[config.mk]
export PLATFORM = sky130hd
export DESIGN_NAME = line_pixel_stepper
export DESIGN_NICKNAME = d
export VERILOG_FILES = /design/src/rtl/core/lps_pkg.sv /design/src/rtl/core/lps_setup.sv /design/src/rtl/core/lps_step.sv /design/src/rtl/core/line_pixel_stepper.sv
export SDC_FILE = /design/constraint.sdc
export NUM_CORES = 1
export LEC_CHECK = 0
export ABC_AREA = 1
export BUFFER_PORTS_ARGS = -buffer_cell sky130_fd_sc_hd__buf_2
export CORE_ASPECT_RATIO = 2
export CORE_MARGIN = 3
export CORE_UTILIZATION = 30
export DETAILED_ROUTE_END_ITERATION = 10
export HOLD_SLACK_MARGIN = 0.08
export MAX_ROUTING_LAYER = met4
export SKIP_CTS_REPAIR_TIMING = 1
export SYNTH_ARGS = -nofsm -noshare
export SYNTH_HDL_FRONTEND = slang
export SYNTH_SLANG_ARGS = --single-unit
[constraint.sdc]
create_clock -name clk_i -period 3.6 [get_ports clk_i]
set_input_delay 1.08 -clock clk_i [delete_from_list [all_inputs] [get_ports clk_i]]
set_output_delay 1.08 -clock clk_i [all_outputs]
set_load 0.02 [all_outputs]
[src/rtl/core/lps_pkg.sv]
package lps_pkg;

  localparam int unsigned COORD_BITS = 10;
  localparam int unsigned ERR_BITS   = COORD_BITS + 2;
  localparam int unsigned COLOR_BITS = 16;
  localparam int unsigned CFG_BITS   = 10;

  typedef logic [COORD_BITS-1:0]      coord_t;
  typedef logic signed [ERR_BITS-1:0] err_t;
  typedef logic [COLOR_BITS-1:0]      color_t;
  typedef logic [CFG_BITS-1:0]        cfg_data_t;

  typedef enum logic {
    OP_LOAD = 1'b0,
    OP_NEXT = 1'b1
  } op_e;

  typedef enum logic {
    REG_SCREEN_WIDTH  = 1'b0,
    REG_SCREEN_HEIGHT = 1'b1
  } reg_idx_e;

  typedef struct packed {
    op_e    op;
    coord_t start_x;
    coord_t start_y;
    coord_t end_x;
    coord_t end_y;
    color_t pixel_color;
  } in_t;

  typedef struct packed {
    coord_t pixel_x;
    coord_t pixel_y;
    color_t out_color;
    logic   inside_res;
    logic   last;
  } out_t;

  // running line state, shared by setup, step and the top level registers
  typedef struct packed {
    logic   steep;
    coord_t major_pos;
    coord_t minor_pos;
    coord_t major_end;
    coord_t major_span;
    coord_t minor_span;
    err_t   error;
    logic   minor_down;
    color_t color;
  } line_t;

endpackage

[src/rtl/core/lps_setup.sv]
module lps_setup
  import lps_pkg::*;
(
  input  in_t   load_i,
  output line_t line_o
);

  coord_t dx, dy;
  logic   steep;
  coord_t a_maj, a_min, b_maj, b_min;
  coord_t lo_maj, lo_min, hi_maj, hi_min;
  coord_t maj_span;

  always_comb begin
    dx = (load_i.start_x > load_i.end_x) ? load_i.start_x - load_i.end_x
                                         : load_i.end_x - load_i.start_x;
    dy = (load_i.start_y > load_i.end_y) ? load_i.start_y - load_i.end_y
                                         : load_i.end_y - load_i.start_y;
    steep = dy > dx;

    a_maj = steep ? load_i.start_y : load_i.start_x;
    a_min = steep ? load_i.start_x : load_i.start_y;
    b_maj = steep ? load_i.end_y   : load_i.end_x;
    b_min = steep ? load_i.end_x   : load_i.end_y;

    // order the ends so the major coordinate rises
    if (a_maj > b_maj) begin
      lo_maj = b_maj;
      lo_min = b_min;
      hi_maj = a_maj;
      hi_min = a_min;
    end else begin
      lo_maj = a_maj;
      lo_min = a_min;
      hi_maj = b_maj;
      hi_min = b_min;
    end

    maj_span = hi_maj - lo_maj;

    line_o.steep      = steep;
    line_o.major_pos  = lo_maj;
    line_o.minor_pos  = lo_min;
    line_o.major_end  = hi_maj;
    line_o.major_span = maj_span;
    line_o.minor_span = (lo_min > hi_min) ? lo_min - hi_min : hi_min - lo_min;
    line_o.minor_down = !(lo_min < hi_min);
    line_o.error      = err_t'({3'b000, maj_span[COORD_BITS-1:1]});
    line_o.color      = load_i.pixel_color;
  end

endmodule

[src/rtl/core/lps_step.sv]
module lps_step
  import lps_pkg::*;
(
  input  line_t     line_i,
  input  cfg_data_t width_i,
  input  cfg_data_t height_i,
  output out_t      pixel_o,
  output line_t     line_o
);

  coord_t px, py;
  err_t   err_sub;

  always_comb begin
    px = line_i.steep ? line_i.minor_pos : line_i.major_pos;
    py = line_i.steep ? line_i.major_pos : line_i.minor_pos;

    pixel_o.pixel_x    = px;
    pixel_o.pixel_y    = py;
    pixel_o.out_color  = line_i.color;
    pixel_o.inside_res = (px < width_i) && (py < height_i);
    pixel_o.last       = line_i.major_pos >= line_i.major_end;

    err_sub = line_i.error - $signed({2'b00, line_i.minor_span});

    line_o           = line_i;
    line_o.major_pos = line_i.major_pos + coord_t'(1);
    if (err_sub[ERR_BITS-1]) begin
      // error went negative: move the minor coordinate and add the span back
      line_o.minor_pos = line_i.minor_down ? line_i.minor_pos - coord_t'(1)
                                           : line_i.minor_pos + coord_t'(1);
      line_o.error     = err_sub + $signed({2'b00, line_i.major_span});
    end else begin
      line_o.error = err_sub;
    end
  end

endmodule

[src/rtl/core/line_pixel_stepper.sv]
// channel  | direction | signals                               | payload
// ---------+-----------+---------------------------------------+-------------------
// in       | input     | in_valid_i / in_ready_o / in_data_i   | op, endpoints, color
// out      | output    | out_valid_o / out_ready_i / out_data_o| pixel, color, flags
// cfg      | input     | cfg_we_i / cfg_idx_i / cfg_data_i     | screen width/height
//
// an accepted transfer is resolved in the cycle it arrives,
// the pixel lands in the output register on the same edge as the state update
// a new item is taken every cycle while the output register is empty or drained
// reset (async, active low) clears line state, busy and output valid; the screen
// registers come up at 240 x 320
// a stalled output holds in_ready_o low; no other source of stall
module line_pixel_stepper
  import lps_pkg::*;
(
  input  logic      clk_i,
  input  logic      rst_ni,

  input  logic      in_valid_i,
  output logic      in_ready_o,
  input  in_t       in_data_i,

  output logic      out_valid_o,
  input  logic      out_ready_i,
  output out_t      out_data_o,

  input  logic      cfg_we_i,
  input  reg_idx_e  cfg_idx_i,
  input  cfg_data_t cfg_data_i
);

  localparam cfg_data_t WidthReset  = cfg_data_t'(240);
  localparam cfg_data_t HeightReset = cfg_data_t'(320);

  // screen size registers
  cfg_data_t width_q, height_q;

  // line state
  logic  busy_q, busy_d;
  line_t line_q, line_d;

  // output register
  logic  out_valid_q, out_valid_d;
  out_t  out_q;

  // per-transfer decode
  logic  in_xfer;
  logic  do_load;
  logic  do_step;
  line_t load_line;
  line_t step_line;
  out_t  step_pixel;

  // the output stage can take a new pixel when empty or being drained
  assign in_ready_o = !out_valid_q || out_ready_i;
  assign in_xfer    = in_valid_i && in_ready_o;
  assign do_load    = in_xfer && (in_data_i.op == OP_LOAD);
  // next while idle is swallowed with no result
  assign do_step    = in_xfer && (in_data_i.op == OP_NEXT) && busy_q;

  lps_setup u_setup (
    .load_i (in_data_i),
    .line_o (load_line)
  );

  lps_step u_step (
    .line_i   (line_q),
    .width_i  (width_q),
    .height_i (height_q),
    .pixel_o  (step_pixel),
    .line_o   (step_line)
  );

  always_comb begin
    busy_d      = busy_q;
    line_d      = line_q;
    out_valid_d = out_valid_q;

    if (out_ready_i) begin
      out_valid_d = 1'b0;
    end

    if (do_load) begin
      // a load always restarts, dropping any running line
      line_d = load_line;
      busy_d = 1'b1;
    end else if (do_step) begin
      line_d      = step_line;
      out_valid_d = 1'b1;
      if (step_pixel.last) begin
        busy_d = 1'b0;
      end
    end
  end

  always_ff @(posedge clk_i or negedge rst_ni) begin
    if (!rst_ni) begin
      width_q     <= WidthReset;
      height_q    <= HeightReset;
      busy_q      <= 1'b0;
      line_q      <= '0;
      out_valid_q <= 1'b0;
    end else begin
      if (cfg_we_i) begin
        unique case (cfg_idx_i)
          REG_SCREEN_WIDTH:  width_q  <= cfg_data_i;
          REG_SCREEN_HEIGHT: height_q <= cfg_data_i;
          default: ;
        endcase
      end
      busy_q      <= busy_d;
      line_q      <= line_d;
      out_valid_q <= out_valid_d;
    end
  end

  // pixel payload, loaded only on a step
  always_ff @(posedge clk_i) begin
    if (do_step) begin
      out_q <= step_pixel;
    end
  end

  assign out_valid_o = out_valid_q;
  assign out_data_o  = out_q;

`ifndef NO_ASSERTIONS
  // a step never leaves the error term negative
  a_error_nonneg: assert property (@(posedge clk_i) disable iff (!rst_ni)
    !line_q.error[ERR_BITS-1])
    else $error("error term negative");

  // the major coordinate never passes the line end while a line runs
  a_major_bound: assert property (@(posedge clk_i) disable iff (!rst_ni)
    busy_q |-> (line_q.major_pos <= line_q.major_end))
    else $error("major position beyond line end");

  // a step that emits the last pixel ends the line
  a_last_idles: assert property (@(posedge clk_i) disable iff (!rst_ni)
    (do_step && step_pixel.last) |=> !busy_q)
    else $error("busy after last pixel");

  // a load always leaves a line running
  a_load_busy: assert property (@(posedge clk_i) disable iff (!rst_ni)
    do_load |=> busy_q)
    else $error("load did not start a line");
`endif

endmodule
; Word level (Yosys, flattened, before mapping)
; Cells that the tools add are included.
; W data, S select, Z words.
[word_totals]
in_bits = 73
register_bits = 140
elab_cells = 80
[classes]
reduce_logical = 15
n_mux = 24
bitwise = 2
add_sub_neg = 12
n_lt_le_gt_ge = 9
[ops]
columns = operator, count
row1 = $mux W10, 15
row2 = $mux W80, 1
row3 = $mux W79, 1
row4 = $sub A10 B10 Y10, 7
row5 = $gt A10 B10 Y1, 5
row6 = $lt A10 B10 Y1, 3
row7 = $add A10 B1 Y10 const B, 2
row8 = $add A12 B11 Y12, 1
row9 = $mux W12, 1
row10 = $sub A12 B11 Y12, 1
row11 = $ge A10 B10 Y1, 1
row12 = $sub A10 B1 Y10 const B, 1
row13 = $reduce_and A2 Y1, 4
row14 = $mux W1, 6
row15 = $reduce_bool A2 Y1, 3
row16 = $logic_and A1 B1 Y1, 5
row17 = $logic_not A1 Y1, 2
row18 = $not A1 Y1, 2
row19 = $logic_or A1 B1 Y1, 1

; Longest topological paths before layout
; Gate-level depths: netlist of the first run.
[logic_depth]
ltp_word = 9
ltp_mapped = 55
depth_no_buf = 51

; By module
; From an unflattened synthesis of the first run, not the netlist that was laid out.
[unflattened]
hier_cells = 2163
area_unflattened_um2 = 14694.1
[modules_own_cells]
columns = module, cells_per_inst, seq_area_each_um2, instances, area_each_um2
row1 = line_pixel_stepper, 822, 3701.0, 1, 6702.7
row2 = lps_setup, 774, 0.0, 1, 4563.1
row3 = lps_step, 567, 0.0, 1, 3428.3

; Worst setup path after synthesis of the first run
; Ideal clock, no wire load.
[synth_timing]
path_type = input to register
startpoint = input in_data_i[46] (netlist name)
endpoint = register line_q[34] (netlist name)
setup_ns = 0.130
arrival_ns = 8.763
cell_stages = 47
setup_slack_ns = -5.293
path_cell_list = inv_1 -> ha_1 -> inv_1 -> fa_1 -> a221oi_1 -> nor3_1 -> a211oi_1 -> o21ai_0 -> nand2_1 -> inv_1 -> o21ai_0 -> o221ai_1 -> xnor2_1 -> ha_1 -> nand2_1 -> nor2_4 -> nand4_2 -> nand2_4 -> [11 not listed] -> buf_4 -> buf_2 -> or2_2 -> nand2_1 -> ha_1 -> clkbuf_1 -> a21o_1 -> o21ai_0 -> nand2_1 -> a21boi_1 -> nor2_1 -> a211o_1 -> nand2_1 -> inv_2 -> a21boi_0 -> o221ai_1 -> xnor2_1 -> o21ai_1
[synth_via]
elab_chain_cells = 9
[synth_rtl]
columns = item, line_no
row1 = "start, declared", line_pixel_stepper.sv:21  ; input in_t in_data_i,
row2 = $sub A10 B10 Y10 (tied with other cells), lps_setup.sv:16  ; : load_i.end_x - load_i.start_x;
row3 = $mux W10, lps_setup.sv:15  ; dx = (load_i.start_x > load_i.end_x) ? load_i.start_x - load_i.end_x
row4 = $gt A10 B10 Y1, lps_setup.sv:19  ; steep = dy > dx;
row5 = $mux W10 (on tied branches), "lps_setup.sv:21, lps_setup.sv:23"
row6 = $gt A10 B10 Y1, lps_setup.sv:27  ; if (a_maj > b_maj) begin
row7 = $mux W10, lps_setup.sv:27
row8 = $sub A10 B10 Y10 or $gt A10 B10 Y1 (tied branches), lps_setup.sv:46  ; line_o.minor_span = (lo_min > hi_min) ? lo_min - hi_min : hi_min - lo_min;
row9 = $mux W10 (*), lps_setup.sv:46
row10 = $mux W80 (*), line_pixel_stepper.sv:83  ; if (do_load) begin
row11 = "end signal, assigned", line_pixel_stepper.sv:112  ; line_q <= line_d;
row12 = "end, declared", line_pixel_stepper.sv:40  ; line_t line_q, line_d;
; Every way passes the cells marked *; elsewhere a longest branch is shown, timed or not. The select of a mux whose other input is x is not followed.
; A chain may end at the register's enable or synchronous reset.

; Worst setup path in the final report of the first run
[layout_timing]
startpoint = input in_data_i[46] (netlist name)
endpoint = register line_q[35] (netlist name)
; Same word-level chain as after synthesis.

==> results of run 1 <==
metal layers:
metal,vias up,GRT usage (%)
li1,5904,-
met1,5572,17.42
met3,111,1.906
met2,255,36.61
met4,0,12.23
met5,-,-
cell families after synthesis:
family	count (synthesis)	synth area share, %
simple gates	559	20.79
compound gates	352	17.23
buf+inv	289	9.731
xor+xnor	47	3.561
flops	140	32.02
mux	7	0.6062
fa+ha+maj	143	16.06
state kept, by name, summed over array words and instances, names as in the netlist:
register,count
line_q,80
out_data_o,38
height_q,10
width_q,10
busy_q,1
out_valid_o,1
layout make-up:
| class | count | share of cell area (%) |
|---|---|---|
| Clock buffer | 19 | 2.622 |
| Clock inverter | 13 | 0.9461 |
| Inverter | 247 | 5.554 |
| Multi-Input combinational cell | 1111 | 46.16 |
| Sequential cell | 140 | 21.36 |
| Tap cell | 515 | 3.719 |
| Timing Repair Buffer | 446 | 19.64 |
worst max path at each step:
stage                      end          start  slack [ps]  cells after the start
global route        line_q[35]  in_data_i[46]       -4330                     51
floorplan           line_q[34]  in_data_i[46]       -4370                     49
global placement    line_q[35]  in_data_i[46]       -4800                     48
CTS                 line_q[35]  in_data_i[46]       -4480                     48
detailed placement  line_q[35]  in_data_i[46]       -4910                     48
finish              line_q[35]  in_data_i[46]       -4040                     47
layout by cell type (no fill, tap or decap), types with 16 or more instances in the layout:
cell type | Yosys | final
a21oi_1 | 93 | 75
a21oi_2 | 3 | 19
buf_2 | 2 | 109
buf_4 | 5 | 286
buf_6 | 1 | 35
clkbuf_16 | 0 | 22
dfrtp_1 | 96 | 96
edfxtp_1 | 38 | 38
ha_1 | 134 | 116
ha_4 | 0 | 16
inv_1 | 242 | 227
nand2_1 | 392 | 330
nand2_2 | 16 | 55
nand2_4 | 6 | 30
nand3_1 | 53 | 40
nor2_1 | 52 | 47
o21ai_0 | 175 | 105
o21ai_1 | 7 | 35
o21ai_2 | 3 | 28
o21ai_4 | 0 | 17
xor2_1 | 32 | 32
metrics by stage:
step	setup slack (ps)	TNS (ps)	hold slack, ps	instance area [um^2]	utilization (%)
detailed placement	-4907	-218880	433.8	15230	40.03
CTS	-4476	-191810	448.9	15850	41.66
finish	-4042	-166000	447.2	17330	45.55
floorplan	-4375	-165380	425.3	11970	-
global placement	-4805	-211890	428.4	15230	40.03
global route	-4329	-180360	460.2	17330	45.55
==> impl_metrics.json, run 1 <==
{
  "synth_edf_count": 38,
  "die_w_um": 144.8,
  "portBuffers": 112,
  "cts.clk_slew.worst_paths_ps": 60,
  "synth.most_common_cell": "nand2_1",
  "gr-usage-all-layers_pct": 19.25,
  "yosysUniqueCellTypes": 56,
  "synth_area_leaders": "dfrtp_1 (21%), ha_1 (15%), nand2_1 (13%), edfxtp_1 (9.9%), inv_1 (7.9%)",
  "cp.buffers_inverters": 12,
  "hp-class": "flop to flop",
  "nNetsFinal": 2179,
  "cts_buffer_depth": 2,
  "fin_ws_ps": -4042,
  "register_area_um2": 3701,
  "routed_wl_um": 40250,
  "clock.fmax_ghz": 0.1309,
  "hold-path-cell-count": 0,
  "core_area_um2": 38040,
  "max_cap_violations": 0,
  "routed_via_density": 4.754,
  "path_class": "input port to flop",
  "synth.top_cell.area_share_pct": 20.78,
  "synthFlopType": "dfrtp_1",
  "dr_wl_met2_um": 22750,
  "io_pins": 113,
  "yosys.area.top_type": "dfrtp_1",
  "drtIter0Drc": 412,
  "finalNonFillerCells": 2491,
  "initial_core_util_pct": 30.39,
  "rows": 101,
  "synth_cells": 1537,
  "numCtsBuffers": 17,
  "placed_cells": 2423,
  "seq_area_frac_synth_pct": 32.02,
  "synth.avg_cell_area_um2": 7.521,
  "grt_setup_unrepaired": "yes",
  "final_max_slew_viol_count": 0,
  "fill_cells": 3668,
  "grt_pass1_wl_um": 59530,
  "syn2layout_area_growth_pct": 49.88,
  "clkLatencyLatePin_ps": 440,
  "worst_setup_path_end_kind": "flop",
  "root_buffer": "clkbuf_16",
  "crit_required_ps": 3960,
  "slew-limit-headroom_pct": 45.94,
  "worstHoldStart": "line_q[13]",
  "dp_hpwl_um": 32450,
  "setup_violations": 61,
  "critPathMaxStageDelay_ps": 540,
  "diodes": 0,
  "reg2reg_slack_ps": 300,
  "htreeDepth": 4,
  "r2r_start": "line_q[31]",
  "die_y_um": 283.6,
  "grt_antenna_before_repair": 0,
  "violations": "setup timing",
  "worstPathMaxFanout": 7,
  "synthArstFlopShare_pct": 72.86,
  "place_congestion": 0.9243,
  "r2r_cells": 18,
  "layout-drive-gt1-share_pct": 37.65,
  "postRouteAntennaNets": 0,
  "grt_max_degree": 46,
  "dieArea_um2": 41070,
  "synthesis.nets": 1753,
  "synth-seq-cells": 140,
  "post-route-min-period_ps": 7642,
  "wl_met1_um": 13450,
  "hold_path_end": "out_data_o[15]",
  "drtPass1Iterations": 5,
  "crit_arrival_ps": 8010,
  "grt_overflow": 0,
  "ys.warnings.count": 0,
  "via_count": 11840,
  "syn-cell-area_um2": 11560,
  "hold_viol_final": 0,
  "status": "finished, violations left",
  "yosys-top-cells-count": "nand2_1 (392), inv_1 (242), o21ai_0 (175)",
  "cts.sinks": 140,
  "clock_skew_ps": 10.47,
  "remaining_drc_errors": 0,
  "crit_family": "simple AND/OR/NAND/NOR gates",
  "grt_pass1_vias": 11780,
  "highest_layer": "met4",
  "wl_met3_um": 1071,
  "slowest_stage": "or4_4",
  "cts_tree": "yes",
  "wl_per_cell_um": 16.16,
  "worst_pin_slew_ps": 809.7,
  "post-route-period-util_pct": 212.3,
  "multi_input_area_um2": 7998,
  "r2r_end": "line_q[26]",
  "crit_path_start_kind": "input port"
}
Power of run 1 is left out: the tool's default activity adds up to more than one toggle a clock period on the data nets, which glitch-free logic cannot reach.
==> run 2: changes to the inputs <==
--- a/config.mk
+++ b/config.mk
@@ -14,6 +14,8 @@
 export HOLD_SLACK_MARGIN = 0.08
 export MAX_ROUTING_LAYER = met4
+export SETUP_SLACK_MARGIN = 0.1
 export SKIP_CTS_REPAIR_TIMING = 1
 export SYNTH_ARGS = -nofsm -noshare
 export SYNTH_HDL_FRONTEND = slang
 export SYNTH_SLANG_ARGS = --single-unit
+export TNS_END_PERCENT = 10
==> constraint.sdc (replaced) <==
create_clock -name clk_i -period 3.6 [get_ports clk_i]
set_input_delay 0.72 -clock clk_i [delete_from_list [all_inputs] [get_ports clk_i]]
set_output_delay 0.72 -clock clk_i [all_outputs]
set_load 0.02 [all_outputs]
==> impl_metrics.json, run 2 (synthesized netlist as in run 1, its figures left out) <==
{
  "grt_pass1_vias": 11860,
  "routed_wl_um": 39820,
  "via_count": 11800,
  "clock.fmax_ghz": 0.1401,
  "core_area_um2": 38040,
  "syn2layout_area_growth_pct": 46.69,
  "rows": 101,
  "portBuffers": 112,
  "grt_antenna_before_repair": 0,
  "place_congestion": 0.9679,
  "post-route-period-util_pct": 198.3,
  "crit_arrival_ps": 7440,
  "routed_via_density": 4.737,
  "path_class": "input port to flop",
  "grt_pass1_wl_um": 60000,
  "cts_buffer_depth": 2,
  "grt_overflow": 0,
  "wl_met3_um": 888,
  "final_common_cell": "nand2_1",
  "slew-limit-headroom_pct": 42.46,
  "worstPathMaxFanout": 8,
  "whs_ps": 346.2,
  "layout-drive-gt1-share_pct": 36.05,
  "io_pins": 113,
  "worst_pin_slew_ps": 861.8,
  "setup_violations": 61,
  "layout_common_cells": "nand2_1 (344), buf_4 (304), inv_1 (222), o21ai_0 (115), ha_1 (111)",
  "clock_skew_ps": 10.33,
  "grt_max_degree": 52,
  "dieArea_um2": 41070,
  "numCtsBuffers": 17,
  "diodes": 0,
  "clkLatencyLatePin_ps": 430,
  "final_max_slew_viol_count": 0,
  "root_buffer": "clkbuf_16",
  "hold_viol_final": 0,
  "htreeDepth": 4,
  "fill_cells": 3704,
  "initial_core_util_pct": 30.39,
  "fin_ws_ps": -3538,
  "violations": "setup timing",
  "drtPass1Iterations": 5,
  "grt_setup_unrepaired": "yes",
  "crit_path_start_kind": "input port",
  "crit_required_ps": 3900,
  "drtIter0Drc": 386,
  "highest_layer": "met4",
  "timing.critical_path.mode_cell": "nand2_2",
  "regMostFlops": "line_q",
  "max_cap_violations": 0,
  "cts.clk_slew.worst_paths_ps": 60,
  "wl_per_cell_um": 15.99,
  "cts_tree": "yes",
  "postRouteAntennaNets": 0,
  "gr-usage-all-layers_pct": 19.20,
  "die_w_um": 144.8,
  "cts.sinks": 140,
  "die_y_um": 283.6,
  "dp_hpwl_um": 32230,
  "slowest_stage": "fa_2",
  "hp-class": "input port to async pin",
  "dr_wl_met2_um": 22300,
  "worst_setup_path_end_kind": "flop",
  "remaining_drc_errors": 0,
  "status": "finished, violations left",
  "largest_reg_flops": 80,
  "nNetsFinal": 2178,
  "critPathMaxStageDelay_ps": 360,
  "post-route-min-period_ps": 7138,
  "final_core_util_pct": 44.58,
  "wl_met1_um": 13580
}
run 2: changes by cell type in the layout (fill, tap and decap cells not counted), moves of 5 or more:
cell,previous run,this run
buf_4,286,304
buf_6,35,17
nand2_1,330,344
nand2_4,30,18
o21ai_0,105,115
a21oi_1,75,84
a21oi_2,19,10
inv_2,12,19
ha_1,116,111
inv_1,227,222
nand3_1,40,45
o21ai_2,28,23
o21ai_4,17,12
run 2: path summary, 6_finish.rpt:
path	cells past startpoint	slack [ps]	startpoint	to
worst min-delay path	1	350	rst_ni	line_q[40]
min in group clk_i	0	450	line_q[14]	out_data_o[16]
worst max register to register	18	360	line_q[31]	line_q[26]
max in group asynchronous	3	2400	rst_ni	line_q[10]
worst min register to register	0	450	line_q[14]	out_data_o[16]
worst max-delay path	45	-3540	in_data_i[46]	line_q[36]
run 2: cell type report:
| class | instances | area (um^2) | area share (%) |
|---|---|---|---|
| clock buffers | 17 | 425.4 | 2.509 |
| inverters | 247 | 954.7 | 5.630 |
| repair buffers | 440 | 3214 | 18.96 |
| repair inverters | 1 | 6.256 | 0.03689 |
| well taps | 515 | 644.4 | 3.800 |
| clock inverters | 15 | 197.7 | 1.166 |
| multi-input cells | 1115 | 7814 | 46.08 |
| flip-flops and latches | 140 | 3701 | 21.83 |
run 2: through the flow:
stage                     std cells  setup slack, ps  TNS [ps]  cell area [um^2]
after floorplan                1537            -4016   -143990             11850
after global placement         2421            -4465   -196780             15070
after detailed placement       2421            -4606   -200830             15070
after CTS                      2453            -4154   -172660             15690
after global routing           2490            -3880   -162860             16960
final                          2490            -3538   -147180             16960
run 2: per-layer routing:
metal,global-route usage (%),vias to the layer above
met1,17.87,5540
li1,-,5893
met4,11.32,0
met3,1.653,111
met2,36.56,252
met5,-,-
run 2: worst max-delay path, delay by kind of cell:
kind	cells	cell delay (ps)
simple gates	15	1720
mux	1	200
buf+inv	8	850
fa+ha+maj	5	1270
xor+xnor	2	280
compound gates	14	2340
Power of run 2 is left out for the same reason.
==> run 3: changes to the inputs <==
Clock period 3.6 ns to 5.8 ns, I/O delays scaled along.
==> impl_metrics.json, run 3 (synthesized netlist as in run 1, its figures left out) <==
{
  "initial_core_util_pct": 30.39,
  "routed_wl_um": 39900,
  "setup_violations": 59,
  "place_area_um2": 15110,
  "drtIter0Drc": 398,
  "regMostFlops": "line_q",
  "post-route-period-util_pct": 130.3,
  "portBuffers": 112,
  "diodes": 0,
  "max_cap_violations": 0,
  "place_congestion": 0.9340,
  "largest_reg_flops": 80,
  "whs_ps": 446.5,
  "slowest_stage": "fa_2",
  "syn2layout_area_growth_pct": 43.22,
  "r2r_end": "line_q[59]",
  "fill_cells": 3830,
  "fin_area_um2": 16560,
  "layout_common_cells": "nand2_1 (362), buf_4 (308), inv_1 (228), o21ai_0 (126), ha_1 (117)",
  "r2r_start": "line_q[31]",
  "status": "finished, violations left",
  "final_max_slew_viol_count": 0,
  "nNetsFinal": 2174,
  "rows": 101,
  "cts.clk_slew.worst_paths_ps": 60,
  "routed_via_density": 4.711,
  "hold_viol_final": 0,
  "reg2reg_slack_ps": 2070,
  "r2r_cells": 19,
  "tns_ps": -37620,
  "final_common_cell": "nand2_1",
  "dieArea_um2": 41070,
  "htreeDepth": 4,
  "wl_per_cell_um": 16.05,
  "dp_hpwl_um": 32010,
  "clkLatencyLatePin_ps": 430,
  "via_count": 11710,
  "grt_overflow": 0,
  "cts.sinks": 140,
  "grt_pass1_wl_um": 59840,
  "clock_skew_ps": 8.807,
  "pre_cts_ws_ps": -2682,
  "die_y_um": 283.6,
  "worst_pin_slew_ps": 825.5,
  "path_class": "input port to flop",
  "grt_pass1_vias": 11970,
  "cts_tree": "yes",
  "cts_buffer_depth": 2,
  "die_w_um": 144.8,
  "io_pins": 113,
  "worst_setup_path_end_kind": "flop",
  "slew-limit-headroom_pct": 44.89,
  "numCtsBuffers": 17,
  "gr-usage-all-layers_pct": 19.16,
  "startpoint": "in_data_i[46]",
  "violations": "setup timing",
  "fin_ws_ps": -1755,
  "root_buffer": "clkbuf_16",
  "hold_path_end": "out_data_o[6]",
  "remaining_drc_errors": 0,
  "hp-class": "flop to flop",
  "worstPathMaxFanout": 7,
  "hold-path-cell-count": 0,
  "worstHoldStart": "line_q[4]",
  "crit_required_ps": 6110,
  "drtPass1Iterations": 7,
  "grt_setup_unrepaired": "yes",
  "clock.fmax_ghz": 0.1324,
  "timing.critical_path.mode_cell": "nand2_1",
  "crit_arrival_ps": 7860,
  "grt_antenna_before_repair": 0,
  "postRouteAntennaNets": 0,
  "layout-drive-gt1-share_pct": 33.74,
  "core_area_um2": 38040,
  "cp.buffers_inverters": 11,
  "crit_family": "compound AO/OA/AOI/OAI gates",
  "grt_max_degree": 59,
  "critPathMaxStageDelay_ps": 360,
  "crit_path_start_kind": "input port",
  "post-route-min-period_ps": 7555
}
==> run 3: worst max path at each step <==
stage	depth (start not counted)	endpoint	slack [ps]
6_report	48	line_q[36]	-1750
5_1_grt	49	line_q[36]	-2150
4_1_cts	49	line_q[34]	-2230
3_5_place_dp	49	line_q[34]	-2680
3_3_place_gp	46	line_q[35]	-2520
2_1_floorplan	49	line_q[34]	-2260
==> run 3: routing by layer <==
layer / routed length, um / vias up / track usage [%]
li1: - / 5891 / -
met1: 13510 / 5462 / 17.38
met2: 22790 / 243 / 37.33
met3: 834 / 115 / 1.450
met4: 2775 / 0 / 10.92
met5: 0 / - / -
==> run 3: area by class of cell <==
| class | count | area (um^2) | share of cell area [%] |
|---|---|---|---|
| Tap cell | 515 | 644.4 | 3.892 |
| Timing Repair inverter | 1 | 6.256 | 0.03779 |
| Sequential cell | 140 | 3701 | 22.35 |
| Timing Repair Buffer | 437 | 3128 | 18.89 |
| Clock inverter | 11 | 163.9 | 0.9900 |
| Multi-Input combinational cell | 1114 | 7485 | 45.21 |
| Inverter | 247 | 957.2 | 5.781 |
| Clock buffer | 21 | 470.5 | 2.842 |
==> run 3: worst register-to-register path, cell delays in order, from the launching register on <==
cell and delay, ps:
dfrtp_1 460, inv_1 80, ha_1 360, nand2_1 70, nand2_1 60, a31oi_1 60, o21ai_0 300, nand3_1 110
nand2_1 130, a21oi_1 110, o21bai_1 210, nand2_1 110, nand3_1 80, nand2_1 60, nand2_1 390, nor2_1 140
nor2_1 540, inv_1 160, nand2_1 100, o21ai_0 70
==> run 3: per-stage QoR <==
step	util [%]	cells
after floorplan	-	1537
after global placement	39.72	2426
after detailed placement	39.72	2426
after CTS	41.39	2458
after global routing	43.52	2486
final	43.52	2486
Power of run 3 is left out for the same reason.
